===== src/rtl/aes_counter_passcode_generator_defines.svh =====
// Assertion macros for the passcode generator.
// Included by the top level; no other dependencies.
`ifndef AES_COUNTER_PASSCODE_GENERATOR_DEFINES_SVH
`define AES_COUNTER_PASSCODE_GENERATOR_DEFINES_SVH
// Check that an antecedent implies a consequent on the next edge.
`define ACPG_ASSERT_NEXT(label, clk, rst, ante, cons) \
   label: assert property (@(posedge clk) disable iff (rst) (ante) |=> (cons)) \
      else $error("assertion failed");
// Check that an antecedent implies a consequent on the same edge.
`define ACPG_ASSERT_NOW(label, clk, rst, ante, cons) \
   label: assert property (@(posedge clk) disable iff (rst) (ante) |-> (cons)) \
      else $error("assertion failed");
`endif


===== src/rtl/acpg_pkg.sv =====
// Shared types, constants and AES helpers for the passcode generator.
// No dependencies.
package acpg_pkg;
   localparam int MAX_CODE_LENGTH = 16;
   localparam int CODE_LENGTH_MIN = 2;
   localparam int AES_ROUNDS = 14;
   localparam int LEN_W = 5;
   localparam int IDX_W = 4;
   localparam int CNT_W = $clog2(MAX_CODE_LENGTH + 1);
   localparam int QUEUE_DEPTH = 2;
   localparam int ROUND_W = 4;

   localparam logic [2:0] CSR_KEY_WORD_0 = 3'd0;
   localparam logic [2:0] CSR_KEY_WORD_1 = 3'd1;
   localparam logic [2:0] CSR_KEY_WORD_2 = 3'd2;
   localparam logic [2:0] CSR_KEY_WORD_3 = 3'd3;
   localparam logic [2:0] CSR_CODE_LENGTH = 3'd4;

   typedef struct packed {
      logic [127:0] block;
      logic [CNT_W-1:0] count;
   } job_type;

   typedef struct packed {
      logic [127:0] text;
      logic [CNT_W-1:0] count;
   } cipher_type;

   function automatic logic [7:0] sbox(input logic [7:0] a);
      logic [7:0] t [256];
      t = '{
      8'h63,8'h7c,8'h77,8'h7b,8'hf2,8'h6b,8'h6f,8'hc5,8'h30,8'h01,8'h67,8'h2b,8'hfe,8'hd7,8'hab,8'h76,
      8'hca,8'h82,8'hc9,8'h7d,8'hfa,8'h59,8'h47,8'hf0,8'had,8'hd4,8'ha2,8'haf,8'h9c,8'ha4,8'h72,8'hc0,
      8'hb7,8'hfd,8'h93,8'h26,8'h36,8'h3f,8'hf7,8'hcc,8'h34,8'ha5,8'he5,8'hf1,8'h71,8'hd8,8'h31,8'h15,
      8'h04,8'hc7,8'h23,8'hc3,8'h18,8'h96,8'h05,8'h9a,8'h07,8'h12,8'h80,8'he2,8'heb,8'h27,8'hb2,8'h75,
      8'h09,8'h83,8'h2c,8'h1a,8'h1b,8'h6e,8'h5a,8'ha0,8'h52,8'h3b,8'hd6,8'hb3,8'h29,8'he3,8'h2f,8'h84,
      8'h53,8'hd1,8'h00,8'hed,8'h20,8'hfc,8'hb1,8'h5b,8'h6a,8'hcb,8'hbe,8'h39,8'h4a,8'h4c,8'h58,8'hcf,
      8'hd0,8'hef,8'haa,8'hfb,8'h43,8'h4d,8'h33,8'h85,8'h45,8'hf9,8'h02,8'h7f,8'h50,8'h3c,8'h9f,8'ha8,
      8'h51,8'ha3,8'h40,8'h8f,8'h92,8'h9d,8'h38,8'hf5,8'hbc,8'hb6,8'hda,8'h21,8'h10,8'hff,8'hf3,8'hd2,
      8'hcd,8'h0c,8'h13,8'hec,8'h5f,8'h97,8'h44,8'h17,8'hc4,8'ha7,8'h7e,8'h3d,8'h64,8'h5d,8'h19,8'h73,
      8'h60,8'h81,8'h4f,8'hdc,8'h22,8'h2a,8'h90,8'h88,8'h46,8'hee,8'hb8,8'h14,8'hde,8'h5e,8'h0b,8'hdb,
      8'he0,8'h32,8'h3a,8'h0a,8'h49,8'h06,8'h24,8'h5c,8'hc2,8'hd3,8'hac,8'h62,8'h91,8'h95,8'he4,8'h79,
      8'he7,8'hc8,8'h37,8'h6d,8'h8d,8'hd5,8'h4e,8'ha9,8'h6c,8'h56,8'hf4,8'hea,8'h65,8'h7a,8'hae,8'h08,
      8'hba,8'h78,8'h25,8'h2e,8'h1c,8'ha6,8'hb4,8'hc6,8'he8,8'hdd,8'h74,8'h1f,8'h4b,8'hbd,8'h8b,8'h8a,
      8'h70,8'h3e,8'hb5,8'h66,8'h48,8'h03,8'hf6,8'h0e,8'h61,8'h35,8'h57,8'hb9,8'h86,8'hc1,8'h1d,8'h9e,
      8'he1,8'hf8,8'h98,8'h11,8'h69,8'hd9,8'h8e,8'h94,8'h9b,8'h1e,8'h87,8'he9,8'hce,8'h55,8'h28,8'hdf,
      8'h8c,8'ha1,8'h89,8'h0d,8'hbf,8'he6,8'h42,8'h68,8'h41,8'h99,8'h2d,8'h0f,8'hb0,8'h54,8'hbb,8'h16};
      return t[a];
   endfunction

   function automatic logic [7:0] xtime(input logic [7:0] a);
      return {a[6:0], 1'b0} ^ (a[7] ? 8'h1b : 8'h00);
   endfunction

   // Byte i of a 128-bit block is bits 127-8i down to 120-8i.
   function automatic logic [127:0] aes_round(input logic [127:0] s, input logic [127:0] rk,
                                              input logic last);
      logic [7:0] sb [16];
      logic [7:0] sh [16];
      logic [7:0] a0, a1, a2, a3, all;
      logic [127:0] o;
      for (int i = 0; i < 16; i++) sb[i] = sbox(s[127-8*i -: 8]);
      for (int c = 0; c < 4; c++)
         for (int i = 0; i < 4; i++) sh[i+4*c] = sb[i + 4*((c+i) & 3)];
      for (int c = 0; c < 4; c++) begin
         a0 = sh[4*c]; a1 = sh[4*c+1]; a2 = sh[4*c+2]; a3 = sh[4*c+3];
         all = a0 ^ a1 ^ a2 ^ a3;
         if (!last) begin
            sh[4*c]   = a0 ^ all ^ xtime(a0 ^ a1);
            sh[4*c+1] = a1 ^ all ^ xtime(a1 ^ a2);
            sh[4*c+2] = a2 ^ all ^ xtime(a2 ^ a3);
            sh[4*c+3] = a3 ^ all ^ xtime(a3 ^ a0);
         end
      end
      for (int i = 0; i < 16; i++) o[127-8*i -: 8] = sh[i];
      return o ^ rk;
   endfunction

   // Next 128 bits of AES-256 key schedule from the previous 256 bits.
   // odd selects the SubWord-only half step.
   function automatic logic [127:0] key_step(input logic [255:0] w, input logic odd,
                                             input logic [7:0] rcon);
      logic [31:0] t, p;
      logic [127:0] o;
      t = w[31:0];
      if (odd) t = {sbox(t[31:24]), sbox(t[23:16]), sbox(t[15:8]), sbox(t[7:0])};
      else t = {sbox(t[23:16]) ^ rcon, sbox(t[15:8]), sbox(t[7:0]), sbox(t[31:24])};
      p = w[255:224] ^ t; o[127:96] = p;
      p = w[223:192] ^ p; o[95:64] = p;
      p = w[191:160] ^ p; o[63:32] = p;
      p = w[159:128] ^ p; o[31:0] = p;
      return o;
   endfunction

   function automatic logic [6:0] glyph(input logic [5:0] d);
      logic [6:0] g [64];
      g = '{7'h21,7'h23,7'h25,7'h2b,7'h32,7'h33,7'h34,7'h35,7'h36,7'h37,7'h38,7'h39,
            7'h3a,7'h3d,7'h3f,7'h40,
            7'h41,7'h42,7'h43,7'h44,7'h45,7'h46,7'h47,7'h48,7'h4a,7'h4b,7'h4c,7'h4d,
            7'h4e,7'h50,7'h52,7'h53,7'h54,7'h55,7'h56,7'h57,7'h58,7'h59,7'h5a,
            7'h61,7'h62,7'h63,7'h64,7'h65,7'h66,7'h67,7'h68,7'h69,7'h6a,7'h6b,7'h6d,
            7'h6e,7'h6f,7'h70,7'h71,7'h72,7'h73,7'h74,7'h75,7'h76,7'h77,7'h78,7'h79,7'h7a};
      return g[d];
   endfunction
endpackage


===== src/rtl/acpg_front.sv =====
// Front end: accepts counter requests, clamps the length, and queues jobs.
// Depends on acpg_pkg.
module acpg_front (
   input  logic                      clock,
   input  logic                      reset,
   input  logic                      req_push,
   output logic                      req_full,
   input  logic [63:0]               req_counter_low,
   input  logic [63:0]               req_counter_high,
   input  logic [acpg_pkg::LEN_W-1:0] code_length,
   output logic                      job_valid,
   input  logic                      job_take,
   output acpg_pkg::job_type         job
);
   acpg_pkg::job_type q_ff [acpg_pkg::QUEUE_DEPTH];
   logic [1:0] cnt_ff, cnt_in;
   logic push, take;
   logic [acpg_pkg::CNT_W-1:0] n;

   always_comb begin
      if (code_length < acpg_pkg::LEN_W'(acpg_pkg::CODE_LENGTH_MIN))
         n = acpg_pkg::CNT_W'(acpg_pkg::CODE_LENGTH_MIN);
      else if (code_length > acpg_pkg::LEN_W'(acpg_pkg::MAX_CODE_LENGTH))
         n = acpg_pkg::CNT_W'(acpg_pkg::MAX_CODE_LENGTH);
      else
         n = acpg_pkg::CNT_W'(code_length);
   end

   assign req_full = (cnt_ff == 2'd2);
   assign push = req_push && !req_full;
   assign job_valid = (cnt_ff != 2'd0);
   assign take = job_take && job_valid;
   assign job = q_ff[0];
   assign cnt_in = cnt_ff + {1'b0, push} - {1'b0, take};

   always_ff @(posedge clock) begin
      if (reset) begin
         cnt_ff <= 2'd0;
      end else begin
         cnt_ff <= cnt_in;
      end
      if (take) q_ff[0] <= q_ff[1];
      if (push) begin
         if (cnt_ff == 2'd0 || (cnt_ff == 2'd1 && take))
            q_ff[0] <= '{block: {req_counter_high, req_counter_low}, count: n};
         else
            q_ff[1] <= '{block: {req_counter_high, req_counter_low}, count: n};
      end
   end
endmodule


===== config.mk =====
export PLATFORM = sky130hd
export DESIGN_NAME = acpg_front
export DESIGN_NICKNAME = d
export VERILOG_FILES = /design/src/rtl/aes_counter_passcode_generator_defines.svh /design/src/rtl/acpg_pkg.sv /design/src/rtl/acpg_front.sv
export SDC_FILE = /design/constraint.sdc
export NUM_CORES = 1
export LEC_CHECK = 0
export ABC_AREA = 1
export BUFFER_PORTS_ARGS = -buffer_cell sky130_fd_sc_hd__buf_2
export CORE_MARGIN = 2
export CORE_UTILIZATION = 53
export CTS_CLUSTER_DIAMETER = 30
export DETAILED_ROUTE_END_ITERATION = 12
export PLACE_DENSITY_LB_ADDON = 0.12
export SLEW_MARGIN = 10
export SYNTH_ARGS = -nofsm -noshare
export SYNTH_HDL_FRONTEND = slang
export SYNTH_SLANG_ARGS = --single-unit

===== constraint.sdc =====
create_clock -name clock -period 8.35 [get_ports clock]
set_clock_uncertainty 0.1 [all_clocks]
set_input_delay 0.835 -clock clock [delete_from_list [all_inputs] [get_ports clock]]
set_output_delay 0.835 -clock clock [all_outputs]
set_load 0.02 [all_outputs]

Yosys cells after proc, flatten, opt, wreduce, memory -nomap -nowiden
Memory sizes are Yosys's and may differ from the RTL's.
Cells that the tools add are included.

word-level totals
  flip-flop bits (word level) = 2
  latch bits = 0
  RAM bits = 266
  bits in read-only memories = 0
  input bits = 137
  word-level logic and storage cells = 27
  memories = 1

operators by class
  $add $sub $neg = 2
  multipliers = 0
  divide/modulo/power cells = 0
  order comparisons = 2
  equality and inequality tests = 2
  shifts and indexed selects = 0
  mux-type cells = 11
  bitwise gates (word level) = 1
  reductions and logical operators = 7

memory list
  name  words  width  rd ports  clocked after memory_dff  wr ports  line              RTL
  q_ff  2      133    2         0                         2         acpg_front.sv:15  acpg_pkg::job_type q_ff [acpg_pkg::QUEUE_DEPTH];

operators by type and width
  operator                                                              number
  133-bit 2-to-1 mux                                                    1
  5-bit 2-to-1 mux                                                      2
  1-bit 2-to-1 mux                                                      8
  5-bit > comparator, second input constant                             1
  5-bit by 2-bit < comparator with 1-bit output, second input constant  1
  1-bit logical AND                                                     3
  2-bit by 1-bit adder with 2-bit output                                1
  2-bit by 1-bit == test with 1-bit output, second input constant       1
  2-bit == test, second input constant                                  1
  2-bit logical NOT                                                     1
  2-bit nonzero test                                                    1
  2-bit by 1-bit subtractor with 2-bit output                           1
  1-bit logical NOT                                                     1
  1-bit logical OR                                                      1
  1-bit bitwise OR                                                      1

Logic depth before layout (Yosys ltp)
  depth in word-level cells = 8
  depth in mapped cells = 12
  gate-level depth less buffers = 12

Worst setup path before layout
Ideal clock, no wire load.

  path type = in2reg
  start = input req_push
  end = memory q_ff[0][133] (netlist bit) (enable)
  data arrival time = 6807 ps
  data required time = 7622 ps
  path slack = 815 ps
  cell stages on the path = 4
  cell sequence = buf_2 > buf_4 > o21ai_0 > nor2_1

RTL lines
  element      line              RTL
  from (decl)  acpg_front.sv:6   input logic req_push,
  to (decl)    acpg_front.sv:15

==> metrics.md <==
| Metric | Value |
|---|---|
| Post-synth cell types | `17` |
| CTS Hold Bufs | `0` |
| Clock transition at the registers of the reported paths | `0.05 ns` |
| Run status | `finished, final reports clean` |
| Vias | `6670` |
| Setup Buffers After CTS | `0` |
| IO buf count | `271` |
| Quantity of gates resized following cts | `0` |
| Worst-Margin Slew | `0.952 ns` |
| Total Neg Setup Slack | `0 ns` |
| Initial Util | `0.544` |
| Die Footprint | `22100 um^2` |
| I/O Pins | `272` |
| Final std cells w/o fill | `1344` |
| Largest net degree at the start of global routing | `94` |
| Die Height | `149 um` |
| Worst Setup Start Kind | `register` |
| CP peak stage delay | `0.86 ns` |
| Static Leakage | `0.00578 uW` |
| DRT Pass-1 Iters | `5` |
| Drt wl/cell | `16.5 um` |
| Yosys warnings | `0` |
| Worst hold endpoint | `cnt_ff[0]` |
| Cell family with most CP delay | `simple AND/OR/NAND/NOR gates` |
| Clk_lat worst skew | `0.52 ns` |
| Vias in the first global route | `6363` |
| Number of core rows | `52` |
| Worst vdd ir | `0.000251 V` |
| CP Capture Type | `register` |
| GRT overflow | `0` |
| HPWL after detailed placement | `13.4 mm` |
| CP most frequent cell | `nand2_4` |
| Area grow syn2layout | `20.1%` |
| WHS | `0.386 ns` |
| Slew Limit Fails | `0` |
| Power Density | `408 nW/um^2` |
| Setup violations, final | `0` |
| Hold Fails Final Rpt | `0` |
| Worst reg2reg startpoint | `cnt_ff[0]` |
| CP Max Fanout | `67` |
| DRC | `0` |
| Post-Route Utilization | `0.653` |
| Worst setup path class | `register to register` |
| Syn_nets | `1025` |
| Hold/Removal Path Class | `primary input to register` |
| CTS root buf | `clkbuf_16` |
| Register area share after synthesis | `0.723` |
| Mapped Area | `11100 um^2` |
| Bufs on Longest Clock Path | `3` |
| R2R Setup Slk | `4.57 ns` |
| Commonest non-fill, non-tap cell in the layout | `nand2_1` |
| Hold depth | `2` |
| Tcrit/Tclk final | `0.453` |
| Top cells by area, synth | `edfxtp_1 72%, buf_4 9.5%, nand2_1 9.4%` |
| CP bufs+invs | `2` |
| All-Layer GR Usage | `0.197` |
| Highest-count cells in the layout ignoring fill and taps | `277 x nand2_1, 270 x buf_2, 266 x edfxtp_1` |
| Crit path required time | `8.38 ns` |
| Fin area | `13300 um^2` |
| CTS Sinks | `268` |
| Global-route wire length before repair | `33.5 mm` |
| Final min period | `3.78 ns` |
| Starting DRT DRC Count | `455` |
| RR Endpoint | `q_ff[0][8]` |
| Top cell type's share of synthesized area | `0.719` |
| Critical-path cell list | `nor2_1 -> inv_2 -> nand2_4 -> nand2_4 -> nand2_4 -> buf_4` |
| Final wirelength | `22.2 mm` |
| Hold_sp | `reset` |
| Worst reg2reg path depth | `6` |
| Dpl cell area | `11600 um^2` |
| Max Clock Freq | `264 MHz` |
| RSZ-0062 raised after global routing | `no` |
| Routed Antenna Nets | `0` |
| Layout cells sized above 1 | `0.333` |
| Nets | `1173` |
| Largest area contributor in the netlist | `edfxtp_1` |
| MaxCap Viol Count | `0` |
| Mean post-synth cell area | `12.5 um^2` |
| Gate Count Post-Synth | `886` |
| TritonCTS clock tree | `yes` |
| DR vias/cell | `4.96` |
| Rel. slew slack | `0.365` |
| Die Span X | `149 um` |
| Initial antenna violation count | `5` |
| GP Congestion | `0.767` |
| Inst Count DP | `1255` |
| CTS Buf Count | `46` |
| Core ar. | `20400 um^2` |
| H-tree lvl count | `2` |
| Worst EP arrival | `3.82 ns` |
| #FFs+latches synth | `268` |
| Slowest CP cell | `nand2_4` |
final cells by class:
class	count	area [um^2]
Antenna cell	2	5.00
Clock buffer	54	1250
Clock inverter	32	409
Fill cell	1563	7090
Inverter	13	48.8
Multi-Input combinational cell	428	1820
Sequential cell	268	8030
Tap cell	270	338
Timing Repair Buffer	277	1430
stage by stage:
step	setup WS, ns	power [uW]
finish	4.57	5440
global route	4.27	5680
CTS	4.51	5490
detailed placement	4.02	3490
global placement	4.01	3480
floorplan	0.815	3420
worst max path at each step:
stage	start	to	slack [ns]	cells after the start
detailed placement	job_take	q_ff[0][100]	4.02	6
global placement	job_take	q_ff[0][95]	4.01	6
global route	cnt_ff[0]	q_ff[0][97]	4.27	6
CTS	cnt_ff[0]	q_ff[0][8]	4.51	6
floorplan	req_push	q_ff[0][133]	0.81	4
finish	cnt_ff[0]	q_ff[0][8]	4.57	6
kinds of logic (layout without fill, tap and decap cells):
| kind of cell | after synthesis | in the layout | synth area share |
|---|---|---|---|
| buf+inv | 190 | 376 | 0.115 |
| fa+ha+maj | 2 | 2 | 0.00225 |
| other cells | 0 | 2 | 0 |
| compound gates | 4 | 4 | 0.00180 |
| flops | 268 | 268 | 0.723 |
| simple gates | 422 | 422 | 0.158 |
worst register-to-register path, stage by stage (launching register included):
cell and delay [ns]:
dfxtp_1 0.34, nor2_1 0.14, inv_2 0.07, nand2_4 0.45
nand2_4 0.53, nand2_4 0.87, buf_4 0.86
cell usage after synthesis (all sizes together):
library cell    n
inv            13
clkbuf         15
edfxtp        266
nor2           10
ha              2
a21oi           2
buf           162
o21ai           2
nand3         132
dfxtp           2
nand2         280
metal layers:
layer,global-route usage,vias up,part of all wire
li1,-,3222,-
met3,0.0477,55,0.077
met4,0.0867,4,0.033
met5,0,-,0.0011
met1,0.265,3102,0.41
met2,0.310,287,0.48
state kept, by name, summed over array words and instances, names as in the netlist:
name / cells
q_ff: 266
cnt_ff: 2
report_power, final:
group	internal, uW	switching (uW)	total, uW
combinational	336	964	1300
clock	1370	607	1980
sequential	2040	119	2160
Note: power is estimated with default switching activity, not from simulation.
