## config.mk

```make
export PLATFORM = sky130hd
export DESIGN_NAME = acpg_serializer
export DESIGN_NICKNAME = d
export VERILOG_FILES = /design/src/rtl/aes_counter_passcode_generator_defines.svh /design/src/rtl/acpg_pkg.sv /design/src/rtl/acpg_serializer.sv
export SDC_FILE = /design/constraint.sdc
export NUM_CORES = 1
export LEC_CHECK = 0
export ABC_AREA = 1
export CORE_MARGIN = 5
export CORE_UTILIZATION = 55
export DETAILED_ROUTE_END_ITERATION = 8
export DONT_BUFFER_PORTS = 1
export PLACE_DENSITY = 0.7
export SLEW_MARGIN = 20
export SYNTH_ARGS = -nofsm -noshare
export SYNTH_HDL_FRONTEND = slang
export SYNTH_SLANG_ARGS = --single-unit
```

## constraint.sdc

```tcl
create_clock -name clock -period 20.9 [get_ports clock]
set_input_delay 4.18 -clock clock [delete_from_list [all_inputs] [get_ports clock]]
set_output_delay 4.18 -clock clock [all_outputs]
set_load 0.02 [all_outputs]
```

## src/rtl/aes_counter_passcode_generator_defines.svh

```systemverilog
// Assertion macros for the passcode generator.
// Included by the top level; no other dependencies.
`ifndef AES_COUNTER_PASSCODE_GENERATOR_DEFINES_SVH
`define AES_COUNTER_PASSCODE_GENERATOR_DEFINES_SVH
// Check that an antecedent implies a consequent on the next edge.
`define ACPG_ASSERT_NEXT(label, clk, rst, ante, cons) \
   label: assert property (@(posedge clk) disable iff (rst) (ante) |=> (cons)) \
      else $error("assertion failed");
// Check that an antecedent implies a consequent on the same edge.
`define ACPG_ASSERT_NOW(label, clk, rst, ante, cons) \
   label: assert property (@(posedge clk) disable iff (rst) (ante) |-> (cons)) \
      else $error("assertion failed");
`endif

```

## src/rtl/acpg_pkg.sv

```systemverilog
// Shared types, constants and AES helpers for the passcode generator.
// No dependencies.
package acpg_pkg;
   localparam int MAX_CODE_LENGTH = 16;
   localparam int CODE_LENGTH_MIN = 2;
   localparam int AES_ROUNDS = 14;
   localparam int LEN_W = 5;
   localparam int IDX_W = 4;
   localparam int CNT_W = $clog2(MAX_CODE_LENGTH + 1);
   localparam int QUEUE_DEPTH = 2;
   localparam int ROUND_W = 4;

   localparam logic [2:0] CSR_KEY_WORD_0 = 3'd0;
   localparam logic [2:0] CSR_KEY_WORD_1 = 3'd1;
   localparam logic [2:0] CSR_KEY_WORD_2 = 3'd2;
   localparam logic [2:0] CSR_KEY_WORD_3 = 3'd3;
   localparam logic [2:0] CSR_CODE_LENGTH = 3'd4;

   typedef struct packed {
      logic [127:0] block;
      logic [CNT_W-1:0] count;
   } job_type;

   typedef struct packed {
      logic [127:0] text;
      logic [CNT_W-1:0] count;
   } cipher_type;

   function automatic logic [7:0] sbox(input logic [7:0] a);
      logic [7:0] t [256];
      t = '{
      8'h63,8'h7c,8'h77,8'h7b,8'hf2,8'h6b,8'h6f,8'hc5,8'h30,8'h01,8'h67,8'h2b,8'hfe,8'hd7,8'hab,8'h76,
      8'hca,8'h82,8'hc9,8'h7d,8'hfa,8'h59,8'h47,8'hf0,8'had,8'hd4,8'ha2,8'haf,8'h9c,8'ha4,8'h72,8'hc0,
      8'hb7,8'hfd,8'h93,8'h26,8'h36,8'h3f,8'hf7,8'hcc,8'h34,8'ha5,8'he5,8'hf1,8'h71,8'hd8,8'h31,8'h15,
      8'h04,8'hc7,8'h23,8'hc3,8'h18,8'h96,8'h05,8'h9a,8'h07,8'h12,8'h80,8'he2,8'heb,8'h27,8'hb2,8'h75,
      8'h09,8'h83,8'h2c,8'h1a,8'h1b,8'h6e,8'h5a,8'ha0,8'h52,8'h3b,8'hd6,8'hb3,8'h29,8'he3,8'h2f,8'h84,
      8'h53,8'hd1,8'h00,8'hed,8'h20,8'hfc,8'hb1,8'h5b,8'h6a,8'hcb,8'hbe,8'h39,8'h4a,8'h4c,8'h58,8'hcf,
      8'hd0,8'hef,8'haa,8'hfb,8'h43,8'h4d,8'h33,8'h85,8'h45,8'hf9,8'h02,8'h7f,8'h50,8'h3c,8'h9f,8'ha8,
      8'h51,8'ha3,8'h40,8'h8f,8'h92,8'h9d,8'h38,8'hf5,8'hbc,8'hb6,8'hda,8'h21,8'h10,8'hff,8'hf3,8'hd2,
      8'hcd,8'h0c,8'h13,8'hec,8'h5f,8'h97,8'h44,8'h17,8'hc4,8'ha7,8'h7e,8'h3d,8'h64,8'h5d,8'h19,8'h73,
      8'h60,8'h81,8'h4f,8'hdc,8'h22,8'h2a,8'h90,8'h88,8'h46,8'hee,8'hb8,8'h14,8'hde,8'h5e,8'h0b,8'hdb,
      8'he0,8'h32,8'h3a,8'h0a,8'h49,8'h06,8'h24,8'h5c,8'hc2,8'hd3,8'hac,8'h62,8'h91,8'h95,8'he4,8'h79,
      8'he7,8'hc8,8'h37,8'h6d,8'h8d,8'hd5,8'h4e,8'ha9,8'h6c,8'h56,8'hf4,8'hea,8'h65,8'h7a,8'hae,8'h08,
      8'hba,8'h78,8'h25,8'h2e,8'h1c,8'ha6,8'hb4,8'hc6,8'he8,8'hdd,8'h74,8'h1f,8'h4b,8'hbd,8'h8b,8'h8a,
      8'h70,8'h3e,8'hb5,8'h66,8'h48,8'h03,8'hf6,8'h0e,8'h61,8'h35,8'h57,8'hb9,8'h86,8'hc1,8'h1d,8'h9e,
      8'he1,8'hf8,8'h98,8'h11,8'h69,8'hd9,8'h8e,8'h94,8'h9b,8'h1e,8'h87,8'he9,8'hce,8'h55,8'h28,8'hdf,
      8'h8c,8'ha1,8'h89,8'h0d,8'hbf,8'he6,8'h42,8'h68,8'h41,8'h99,8'h2d,8'h0f,8'hb0,8'h54,8'hbb,8'h16};
      return t[a];
   endfunction

   function automatic logic [7:0] xtime(input logic [7:0] a);
      return {a[6:0], 1'b0} ^ (a[7] ? 8'h1b : 8'h00);
   endfunction

   // Byte i of a 128-bit block is bits 127-8i down to 120-8i.
   function automatic logic [127:0] aes_round(input logic [127:0] s, input logic [127:0] rk,
                                              input logic last);
      logic [7:0] sb [16];
      logic [7:0] sh [16];
      logic [7:0] a0, a1, a2, a3, all;
      logic [127:0] o;
      for (int i = 0; i < 16; i++) sb[i] = sbox(s[127-8*i -: 8]);
      for (int c = 0; c < 4; c++)
         for (int i = 0; i < 4; i++) sh[i+4*c] = sb[i + 4*((c+i) & 3)];
      for (int c = 0; c < 4; c++) begin
         a0 = sh[4*c]; a1 = sh[4*c+1]; a2 = sh[4*c+2]; a3 = sh[4*c+3];
         all = a0 ^ a1 ^ a2 ^ a3;
         if (!last) begin
            sh[4*c]   = a0 ^ all ^ xtime(a0 ^ a1);
            sh[4*c+1] = a1 ^ all ^ xtime(a1 ^ a2);
            sh[4*c+2] = a2 ^ all ^ xtime(a2 ^ a3);
            sh[4*c+3] = a3 ^ all ^ xtime(a3 ^ a0);
         end
      end
      for (int i = 0; i < 16; i++) o[127-8*i -: 8] = sh[i];
      return o ^ rk;
   endfunction

   // Next 128 bits of AES-256 key schedule from the previous 256 bits.
   // odd selects the SubWord-only half step.
   function automatic logic [127:0] key_step(input logic [255:0] w, input logic odd,
                                             input logic [7:0] rcon);
      logic [31:0] t, p;
      logic [127:0] o;
      t = w[31:0];
      if (odd) t = {sbox(t[31:24]), sbox(t[23:16]), sbox(t[15:8]), sbox(t[7:0])};
      else t = {sbox(t[23:16]) ^ rcon, sbox(t[15:8]), sbox(t[7:0]), sbox(t[31:24])};
      p = w[255:224] ^ t; o[127:96] = p;
      p = w[223:192] ^ p; o[95:64] = p;
      p = w[191:160] ^ p; o[63:32] = p;
      p = w[159:128] ^ p; o[31:0] = p;
      return o;
   endfunction

   function automatic logic [6:0] glyph(input logic [5:0] d);
      logic [6:0] g [64];
      g = '{7'h21,7'h23,7'h25,7'h2b,7'h32,7'h33,7'h34,7'h35,7'h36,7'h37,7'h38,7'h39,
            7'h3a,7'h3d,7'h3f,7'h40,
            7'h41,7'h42,7'h43,7'h44,7'h45,7'h46,7'h47,7'h48,7'h4a,7'h4b,7'h4c,7'h4d,
            7'h4e,7'h50,7'h52,7'h53,7'h54,7'h55,7'h56,7'h57,7'h58,7'h59,7'h5a,
            7'h61,7'h62,7'h63,7'h64,7'h65,7'h66,7'h67,7'h68,7'h69,7'h6a,7'h6b,7'h6d,
            7'h6e,7'h6f,7'h70,7'h71,7'h72,7'h73,7'h74,7'h75,7'h76,7'h77,7'h78,7'h79,7'h7a};
      return g[d];
   endfunction
endpackage

```

## src/rtl/acpg_serializer.sv

```systemverilog
// Back end: splits a ciphertext into base-64 digits and emits one character
// per cycle while not stalled, via an output register. Depends on acpg_pkg.
module acpg_serializer (
   input  logic                 clock,
   input  logic                 reset,
   input  logic                 ct_valid,
   output logic                 ct_take,
   input  acpg_pkg::cipher_type ct,
   output logic                 rsp_empty,
   input  logic                 rsp_pop,
   output logic [6:0]           rsp_char_code,
   output logic [3:0]           rsp_char_index,
   output logic                 rsp_last_char
);
   logic busy_ff;
   logic [127:0] bits_ff;
   logic [acpg_pkg::CNT_W-1:0] left_ff, pos_ff;
   logic out_v_ff;
   logic [6:0] code_ff;
   logic [3:0] idx_ff;
   logic last_ff;
   logic room, emit;

   assign room = !out_v_ff || rsp_pop;
   assign emit = busy_ff && room;
   assign ct_take = ct_valid && (!busy_ff || (emit && left_ff == acpg_pkg::CNT_W'(1)));
   assign rsp_empty = !out_v_ff;
   assign rsp_char_code = code_ff;
   assign rsp_char_index = idx_ff;
   assign rsp_last_char = last_ff;

   always_ff @(posedge clock) begin
      if (reset) begin
         busy_ff <= 1'b0;
         out_v_ff <= 1'b0;
      end else begin
         if (room) out_v_ff <= emit;
         if (ct_take) busy_ff <= 1'b1;
         else if (emit && left_ff == acpg_pkg::CNT_W'(1)) busy_ff <= 1'b0;
      end
      if (emit) begin
         code_ff <= acpg_pkg::glyph(bits_ff[5:0]);
         idx_ff <= pos_ff[3:0];
         last_ff <= (left_ff == acpg_pkg::CNT_W'(1));
      end
      // Load a new ciphertext, or advance to the next digit.
      if (ct_take) begin
         bits_ff <= ct.text;
         left_ff <= ct.count;
         pos_ff <= '0;
      end else if (emit) begin
         bits_ff <= {6'd0, bits_ff[127:6]};
         left_ff <= left_ff - acpg_pkg::CNT_W'(1);
         pos_ff <= pos_ff + acpg_pkg::CNT_W'(1);
      end
   end
endmodule
```

After elaboration in Yosys (flattened, before gate mapping)
Memories as Yosys holds them, arrays and structs flattened. A register that Yosys moved wholly into a read port is not among the register bits.
Cells that the tools add are included.
- register bits after elaboration: 145
- bits in latches: 0
- memory bits (writable): 0
- memory bits (read-only): 448
- bits of input ports: 137
- output and inout bits: 14
- logic and storage cells: 27
- memories: 1
- memories (name ; words ; bits a word ; rd ports ; clocked after memory_dff ; write ports ; RTL line ; source):
    (name not given) ; 64 ; 7 ; 1 ; 1 ; 0 ; acpg_pkg.sv:103 ; return g[d];
- $add $sub $neg: 2
- multipliers: 0
- div/mod/pow operators: 0
- order comparisons: 0
- eq/ne operators: 1
- shift operators: 0
- multiplexer cells: 6
- bitwise logic cells: 1
- reduce and logical (&&, ||, !) cells: 9
- operator list (cell ; count):
    $mux W128 ; 2
    $mux W5 ; 2
    $not A6 Y7 ; 1
    $add A5 B1 Y5 const B ; 1
    $eq A5 B1 Y1 const B ; 1
    $sub A5 B1 Y5 const B ; 1
    $reduce_bool A2 Y1 ; 2
    $logic_and A1 B1 Y1 ; 3
    $logic_not A1 Y1 ; 2
    $logic_or A1 B1 Y1 ; 2
    $mux W1 ; 2

Longest topological paths before layout
Gate-level depths: netlist of run 1.
- depth after elaboration: 7
- gate-level depth with buffers: 9

Least setup slack after synthesis of run 1
Ideal clock, no wire load.
- kind: input -> register
- from: input ct_valid
- to: register bits_ff[0], enable pin
- setup time: 0.809 ns
- data arrival time: 13.821 ns
- path slack: 6.271 ns
- stages on the path: 3
- buffers on the path: 1
- cells stage by stage: clkbuf_1 -> inv_1 -> o21ai_0
- word-level cells in the longest chain between the ends: 2
- ends and longest elaborated chain (what ; RTL line ; source):
    from (decl) ; acpg_serializer.sv:6 ; input logic ct_valid,
    $logic_and A1 B1 Y1 ; acpg_serializer.sv:26 ; assign ct_take = ct_valid && (!busy_ff || (emit && left_ff == acpg_pkg::CNT_W'(1)));
    $reduce_bool A2 Y1 (no line) ; n/a ;
    to (signal assigned) ; acpg_serializer.sv:48 ; bits_ff <= ct.text;
    to (signal assigned) ; acpg_serializer.sv:52 ; bits_ff <= {6'd0, bits_ff[127:6]};
    to (decl) ; acpg_serializer.sv:16 ; logic [127:0] bits_ff;
No other way between the ends.
A chain may end at the register's enable or synchronous reset.

Worst setup path in the final report of run 1
- from: input rsp_pop
- to: output ct_take
- word-level cells in the longest chain between the ends: 5
- ends and longest elaborated chain (what ; RTL line ; source):
    from (decl) ; acpg_serializer.sv:10 ; input logic rsp_pop,
    $logic_or A1 B1 Y1 ; acpg_serializer.sv:24 ; assign room = !out_v_ff || rsp_pop;
    $logic_and A1 B1 Y1 ; acpg_serializer.sv:25 ; assign emit = busy_ff && room;
    $logic_and A1 B1 Y1 ; acpg_serializer.sv:26 ;
    $logic_or A1 B1 Y1 ; acpg_serializer.sv:26 ;
    $logic_and A1 B1 Y1 ; acpg_serializer.sv:26 ;
    to (decl) ; acpg_serializer.sv:7 ; output logic ct_take,
No other way between the ends.

==> results.py, run 1 <==
metrics = {
    "global_route": {
        "busiest_layer": "met2",
        "gr-usage-met2_pct": 29.6,
        "grt_overflow": 0,
        "grtUsageMet3_pct": 6.26,
        "antenna_found_initial": 0,
        "grt_pass1_wl_mm": 23.3,
        "grt_max_degree": 130,
        "grt.total_usage_pct": 18.7,
        "grt_pass1_vias": 4731,
        "grt_util_met1_pct": 23.4,
    },
    "sta": {
        "rsz0062_at_grt": "no",
        "period_minus_slack_ns": 10.24,
        "whs_ns": 0.470,
        "worst_pin_slew_ns": 1.00,
        "finalSetupViolCount": 0,
        "hold_viol": 0,
        "slew_headroom_pct": 33.4,
        "finClkSkew_ns": 0.0106,
        "final.period_utilization_pct": 49.0,
        "layout_setup_ws_ns": 10.66,
        "setup-tns-final_ns": 0,
        "slew_viol_final": 0,
        "fmax_mhz": 97.7,
    },
    "yosys": {
        "syn_area_sq_um": 7180,
        "ys_top_cells_by_area": "edfxtp_1, nand2_1, nand3_1",
        "syn_area_per_cell_sq_um": 9.73,
        "synth.largest_area_cell": "edfxtp_1",
        "netlist_instances": 738,
        "ys_ff_latch": 151,
        "yosysUniqueCellTypes": 25,
        "synth_nets": 885,
        "yosysWarnings": 0,
        "seq_area_frac_synth_pct": 62.3,
        "yosys.area.top_type_share_pct": 60.6,
    },
    "routing": {
        "drt-total-wl_mm": 14.3,
        "routedWlPerCell_um": 15.9,
        "vias": 4994,
        "drt_iter0_markers": 629,
        "viasPerCell": 5.56,
        "firstDrtPassIters": 6,
        "drc": 0,
        "postRouteAntennaNets": 0,
    },
    "cells_and_area": {
        "area_growth_pct": 7.44,
        "mostFrequentLayoutCells": "nand2_1, edfxtp_1, nand3_1",
        "num-fill-cells": 1092,
        "nets": 861,
        "drive_gt1_share_pct": 4.68,
        "layout_commonest_cell": "nand2_1",
        "final_core_util_pct": 60.7,
        "n_antenna_cell": 0,
    },
    "setup_path": {
        "reg2regPathDepth": 9,
        "critical_path_class": "in -> out",
        "rr_startpoint": "left_ff[1]$_DFFE_PP_",
        "cp-end-kind": "primary output",
        "r2r_end": "bits_ff[55]$_DFFE_PP_",
        "r2r_slack_ns": 17.74,
        "required_ns": 16.72,
        "arrival_ns": 6.06,
        "start_kind": "primary input",
        "critical_path.max_fanout": 129,
    },
    "floorplan": {
        "chipHeight_um": 124,
        "start_util_pct": 56.5,
        "die_w_um": 124,
        "design.die.area_sq_um": 15400,
        "pin_count": 151,
        "core_area_sq_um": 12700,
        "num_rows": 41,
    },
    "cts": {
        "cts_tree": "done",
        "h-tree-depth": 4,
        "root_buffer": "clkbuf_16",
        "cts_resized": 0,
        "path_clk_slew_ns": 0.06,
        "cts.sinks": 151,
        "numCtsBuffers": 17,
        "cts_buffer_depth": 2,
        "postCtsHoldBufs": 0,
        "post_cts_buffers": 0,
        "clk_latency_ns": 0.42,
    },
    "power": {
        "comb_power_share_pct": 11.5,
        "vdd.ir_drop.worst_uv": 57.4,
        "p_leak_nw": 3.38,
        "switching_share_pct": 24.0,
        "p_int_w": 0.000614,
        "pwr-share-seq_pct": 50.2,
        "switching_power_w": 0.000195,
        "clkPwrFrac_pct": 38.3,
        "power_per_cell_area_nw_per_um2": 105,
    },
    "placed_design": {
        "pre_cts_slack_ns": 10.58,
        "place_hpwl_mm": 9.07,
        "portBuffers": 0,
        "gp_congestion": 0.923,
    },
    "hold_path": {
        "hp-start": "pos_ff[3]$_SDFFE_PP0P_",
        "min_to": "rsp_char_index[3]$_DFFE_PP_",
        "min_path_type": "reg -> reg",
        "holdPathStages": 0,
    },
    "run": {
        "maxCapViolations": 0,
    },
    "status": {
        "outcome": "finished, final reports clean",
    },
}
[critical path: stages]
cell,delay (ns)
inv_1,0.02
nand2_1,0.08
nand4_1,0.14
nand2_4,0.09
buf_6,0.61
nand2_4,0.57
inv_1,0.34
[through the flow]
step,std cells,cell area (sq um),total power (W)
finish,898,7720,0.000809
global route,898,7720,0.000847
CTS,898,7720,0.000815
detailed placement,867,7120,0.000506
global placement,867,7120,0.000500
floorplan,738,7180,0.000499
[per-layer routing]
metal	routed length (um)	part of all wire [%]	up-vias
met4	312	2.2	0
met3	1030	7.2	30
met2	7020	49	211
li1	-	-	2439
met1	5950	42	2314
met5	0	0	-
[worst max path at each step]
stage | from | endpoint | slack (ns)
final | rsp_pop | ct_take | 10.66
after floorplan | ct_valid | bits_ff[0]$_DFFE_PP_ | 6.27
after global routing | rsp_pop | ct_take | 10.42
after CTS | rsp_pop | ct_take | 10.58
after detailed placement | rsp_pop | ct_take | 10.58
after global placement | rsp_pop | ct_take | 10.28
[area by class of cell]
type                       instances  area, sq um  share of cell area (%)
inverter                          29          109                    1.41
sequential                       151         4470                    58.0
timing repair buffer               4         33.8                   0.438
clock inverter                    11          155                    2.01
clock buffer                      20          437                    5.66
tap                              172          215                    2.79
multi-input combinational        511         2290                    29.7
[state kept, by name (all words and copies together), names as in the netlist]
| register | flops |
|---|---|
| out_v_ff | 1 |
| left_ff | 5 |
| busy_ff | 1 |
| rsp_last_char | 1 |
| bits_ff | 128 |
| pos_ff | 4 |
| rsp_char_code | 7 |
| rsp_char_index | 4 |
[logic make-up (layout without fill, tap and decap cells)]
family | Yosys count | count (layout) | share of synthesized area [%]
xor gates and xnor gates | 5 | 5 | 0.610
and+or+nand+nor | 469 | 469 | 27.2
adders and majority gates | 10 | 10 | 1.74
buffers and inverters | 76 | 64 | 6.15
AOI/OAI and AO/OA | 27 | 27 | 2.02
DFF | 151 | 151 | 62.3
[synth_stat cells]
master,count
nor3_1,1
dfxtp_1,6
xnor2_1,2
o211ai_1,2
edfxtp_1,145
a21oi_1,11
nand3_1,144
buf_6,13
nor2_1,14
nor2_2,1
nand4_1,2
nand2_1,306
o22ai_1,1
buf_2,2
ha_1,10
buf_4,15
buf_1,1
o21a_1,1
clkinv_1,2
clkbuf_1,16
or2_2,1
o21ai_0,11
inv_1,27
xor2_1,3
a31oi_1,1
[power groups by stage]
stage	sequential, W	clock [W]	combinational, W
4_1_cts	0.000407	0.000314	0.0000938
6_report	0.000406	0.000310	0.0000928
2_1_floorplan	0.000415	0	0.0000846
5_1_grt	0.000410	0.000329	0.000108
3_3_place_gp	0.000411	0	0.0000887
3_5_place_dp	0.000412	0	0.0000935
Note: power is estimated with default switching activity, not from simulation.
==> run 2: changes to the inputs <==
- clock period: 20.9 -> 10.65 ns (I/O delays scaled with it)
==> run 2 against run 1 <==
  * Clock power is 110% higher
  * Setup slack got worse by 5.6 ns
  * Sequential share of layout area is 0.29 points lower
  * First-iteration DRC count shrank 24%
  * Total power rose by 100%
  * Die area unchanged
  * Flip-flop and latch count did not move
  * Count of clock-buffer cells in the layout fell by 3
==> results.py, run 2 (synthesis gave the netlist of run 1 again) <==
metrics = {
    "cts": {
        "numCtsBuffers": 17,
        "path_clk_slew_ns": 0.06,
        "root_buffer": "clkbuf_16",
        "cts.sinks": 151,
        "cts_buffer_depth": 2,
        "cts_tree": "done",
        "h-tree-depth": 4,
        "postCtsHoldBufs": 0,
        "post_cts_buffers": 0,
        "cts_resized": 0,
        "clk_latency_ns": 0.42,
    },
    "global_route": {
        "antenna_found_initial": 0,
        "grt_pass1_wl_mm": 23.0,
        "grt.total_usage_pct": 18.3,
        "grt_overflow": 0,
        "grt_pass1_vias": 4757,
        "grt_max_degree": 130,
    },
    "setup_path": {
        "cp-end-kind": "primary output",
        "arrival_ns": 3.45,
        "start_kind": "primary input",
        "required_ns": 8.52,
        "critical_path_class": "in -> out",
        "critical_path.max_fanout": 44,
    },
    "placed_design": {
        "portBuffers": 0,
        "gp_congestion": 0.937,
        "placed_cells": 867,
        "place_hpwl_mm": 9.05,
    },
    "routing": {
        "viasPerCell": 5.46,
        "drt_iter0_markers": 477,
        "drc": 0,
        "postRouteAntennaNets": 0,
        "routedWlPerCell_um": 16.0,
        "drt-total-wl_mm": 14.4,
        "vias": 4906,
        "firstDrtPassIters": 5,
    },
    "sta": {
        "slew_headroom_pct": 36.4,
        "worst_pin_slew_ns": 0.954,
        "slew_viol_final": 0,
        "rsz0062_at_grt": "no",
        "finClkSkew_ns": 0.00696,
        "setup-tns-final_ns": 0,
        "period_minus_slack_ns": 5.58,
        "hold_viol": 0,
        "finalSetupViolCount": 0,
        "fmax_mhz": 179,
        "whs_ns": 0.467,
        "final.period_utilization_pct": 52.4,
    },
    "cells_and_area": {
        "mostFrequentLayoutCells": "nand2_1, edfxtp_1, nand3_1",
        "nets": 861,
        "final_cells": 899,
        "layout_commonest_cell": "nand2_1",
        "area_growth_pct": 7.98,
        "drive_gt1_share_pct": 5.36,
        "largest_register": "bits_ff",
        "largest_reg_flops": 128,
        "n_antenna_cell": 0,
    },
    "status": {
        "outcome": "finished, final reports clean",
    },
    "power": {
        "vdd.ir_drop.worst_uv": 113,
        "p_leak_nw": 3.39,
        "power_per_cell_area_nw_per_um2": 209,
    },
    "floorplan": {
        "core_area_sq_um": 12700,
        "num_rows": 41,
        "die_w_um": 124,
        "pin_count": 151,
        "chipHeight_um": 124,
        "design.die.area_sq_um": 15400,
        "start_util_pct": 56.5,
    },
    "run": {
        "maxCapViolations": 0,
    },
    "hold_path": {
        "min_path_type": "reg -> reg",
    },
}
-- run 2: cell type report --
type | instances | area (sq um)
Timing Repair Buffer | 4 | 30.0
Multi-Input combinational cell | 511 | 2290
Inverter | 29 | 109
Clock inverter | 15 | 209
Tap cell | 172 | 215
Clock buffer | 17 | 425
Fill cell | 1070 | 4970
Sequential cell | 151 | 4470
-- run 2: stage by stage --
step	setup WS, ns	util [%]	total power, W	instance area, sq um
detailed placement	5.04	56.0	0.000992	7120
global route	4.90	61.0	0.00169	7750
CTS	5.03	61.0	0.00163	7750
global placement	5.06	56.0	0.000982	7120
floorplan	1.66	-	0.000973	7180
finish	5.07	61.0	0.00162	7750
-- run 2: final timing paths --
path | startpoint | to | slack [ns] | depth (start not counted)
max reg2reg | left_ff[0]$_DFFE_PP_ | bits_ff[103]$_DFFE_PP_ | 7.87 | 7
min reg2reg | pos_ff[3]$_SDFFE_PP0P_ | rsp_char_index[3]$_DFFE_PP_ | 0.47 | 0
max | rsp_pop | ct_take | 5.07 | 6
min | pos_ff[3]$_SDFFE_PP0P_ | rsp_char_index[3]$_DFFE_PP_ | 0.47 | 0
-- run 2: power breakdown --
group          internal (W)  switching (W)
clock              0.000412       0.000228
sequential         0.000758      0.0000384
combinational     0.0000595       0.000123
total               0.00123       0.000390
-- run 2: per-layer routing --
metal  wire length, um  up-vias  track usage, %
li1                  -     2443               -
met1              5740     2257            22.5
met2              7070      187            29.5
met3              1390       19            6.73
met4               201        0            6.96
met5                 0        -               0
-- run 2: worst max-delay path, cell delays in order --
cell and delay (ns):
inv_1 0.02, nand2_1 0.09, nand4_1 0.14, nand2_4 0.38, nand2_4 0.37, inv_1 0.29
==> run 3: changes to the inputs <==
- PLACE_DENSITY: 0.7 -> 0.73
- clock period: 10.65 -> 5 ns (I/O delays scaled with it)
==> run 3 against run 2 <==
  * Count of clock-buffer cells in the layout is 2 higher
  * Clock power up 94%
  * Register-to-register slack worse by 5.3 ns
  * Setup slack worse by 3.1 ns
  * Flip-flop and latch count did not move
  * Global-route usage is 0.085 points lower
  * Critical path depth did not move
  * Clock skew down 0.0013 ns
  * Die area did not move
  * Via count fell by 0.29%
  * Critical path type unchanged
  * Largest cell class unchanged
==> results.py, run 3 (synthesis gave the netlist of run 1 again) <==
metrics = {
    "global_route": {
        "grt_pass1_wl_mm": 23.1,
        "grt_max_degree": 130,
        "grt_pass1_vias": 4811,
        "antenna_found_initial": 0,
        "grt_overflow": 0,
        "grt.total_usage_pct": 18.2,
    },
    "cells_and_area": {
        "mostFrequentLayoutCells": "nand2_1, edfxtp_1, nand3_1",
        "drive_gt1_share_pct": 4.55,
        "largest_register": "bits_ff",
        "layout_commonest_cell": "nand2_1",
        "nets": 860,
        "num-fill-cells": 1085,
        "area_growth_pct": 7.20,
        "largest_reg_flops": 128,
        "n_antenna_cell": 0,
    },
    "setup_path": {
        "critical_path_class": "in -> out",
        "r2r_slack_ns": 2.55,
        "cp-end-kind": "primary output",
        "start_kind": "primary input",
        "critical_path.max_fanout": 63,
        "arrival_ns": 2.06,
        "required_ns": 4.00,
    },
    "placed_design": {
        "portBuffers": 0,
        "place_hpwl_mm": 8.76,
        "gp_congestion": 0.914,
    },
    "sta": {
        "hold_viol": 0,
        "setup-tns-final_ns": 0,
        "finalSetupViolCount": 0,
        "rsz0062_at_grt": "no",
        "slew_headroom_pct": 40.1,
        "slew_viol_final": 0,
        "period_minus_slack_ns": 3.06,
        "finClkSkew_ns": 0.00565,
        "final.period_utilization_pct": 61.2,
        "fmax_mhz": 327,
        "worst_pin_slew_ns": 0.899,
    },
    "routing": {
        "drc": 0,
        "routedWlPerCell_um": 15.6,
        "drt_iter0_markers": 658,
        "postRouteAntennaNets": 0,
        "drt-total-wl_mm": 14.1,
        "viasPerCell": 5.45,
        "vias": 4892,
        "firstDrtPassIters": 5,
    },
    "power": {
        "power_per_cell_area_nw_per_um2": 432,
        "finalPower_w": 0.00333,
        "p_int_w": 0.00251,
        "switching_share_pct": 24.4,
        "comb_power_share_pct": 11.7,
        "pwr-share-seq_pct": 51.1,
        "p_leak_nw": 3.37,
        "switching_power_w": 0.000811,
        "vdd.ir_drop.worst_uv": 378,
        "clkPwrFrac_pct": 37.2,
    },
    "cts": {
        "numCtsBuffers": 17,
        "cts_tree": "done",
        "clk_latency_ns": 0.41,
        "cts_resized": 0,
        "cts_buffer_depth": 2,
        "h-tree-depth": 4,
        "postCtsHoldBufs": 0,
        "path_clk_slew_ns": 0.06,
        "root_buffer": "clkbuf_16",
        "post_cts_buffers": 0,
        "cts.sinks": 151,
    },
    "status": {
        "outcome": "finished, final reports clean",
    },
    "run": {
        "maxCapViolations": 0,
    },
    "floorplan": {
        "num_rows": 41,
        "chipHeight_um": 124,
        "pin_count": 151,
        "design.die.area_sq_um": 15400,
        "die_w_um": 124,
        "start_util_pct": 56.5,
        "core_area_sq_um": 12700,
    },
    "hold_path": {
        "min_path_type": "reg -> reg",
    },
}
## run 3: cell types whose count changed in the layout (fill, tap and decap cells not counted), sizes merged
cell and delta:
clkinvlp -2, buf -1, clkinv +2, bufinv -2, clkbuf +2
## run 3: area by class of cell
type                            count  area [sq um]  share of cell area (%)
Tap cell                          172           215                    2.80
Sequential cell                   151          4470                    58.1
Multi-Input combinational cell    511          2290                    29.8
Timing Repair Buffer                3          38.8                   0.504
Clock inverter                     13           136                    1.77
Clock buffer                       19           433                    5.62
Inverter                           29           109                    1.41
## run 3: metrics by stage
step	setup slack [ns]	instance area, sq um	cells	utilization [%]	hold slack (ns)
6_report	1.94	7700	898	60.5	0.469
5_1_grt	1.82	7700	898	60.5	0.488
3_5_place_dp	1.91	7130	866	56.0	0.452
3_3_place_gp	1.95	7130	866	56.0	0.440
2_1_floorplan	1.02	7190	738	-	0.424
4_1_cts	1.91	7690	898	60.5	0.466
## run 3: worst paths after layout
check	from	endpoint	depth (start not counted)
worst max register to register	left_ff[0]$_DFFE_PP_	bits_ff[72]$_DFFE_PP_	7
worst max-delay path	rsp_pop	ct_take	6
worst min register to register	pos_ff[3]$_SDFFE_PP0P_	rsp_char_index[3]$_DFFE_PP_	0
worst min-delay path	pos_ff[3]$_SDFFE_PP0P_	rsp_char_index[3]$_DFFE_PP_	0
## run 3: per-layer routing
metal / GRT usage (%) / wire length (um)
met3: 7.03 / 1270
met5: 0 / 0
met1: 23.3 / 5700
met2: 29.1 / 6890
met4: 5.09 / 187
## run 3: worst max-delay path, cell delays in order
cell and delay, ns:
inv_1 0.03, nand2_1 0.07, nand4_1 0.12, nand2_4 0.08, nand2_4 0.49, inv_1 0.26
## run 3: power by group through the flow
stage | sequential (W) | combinational (W) | clock (W)
floorplan | 0.00170 | 0.000355 | 0
global placement | 0.00172 | 0.000372 | 0
detailed placement | 0.00172 | 0.000391 | 0
CTS | 0.00170 | 0.000395 | 0.00126
global route | 0.00172 | 0.000455 | 0.00131
finish | 0.00170 | 0.000389 | 0.00124
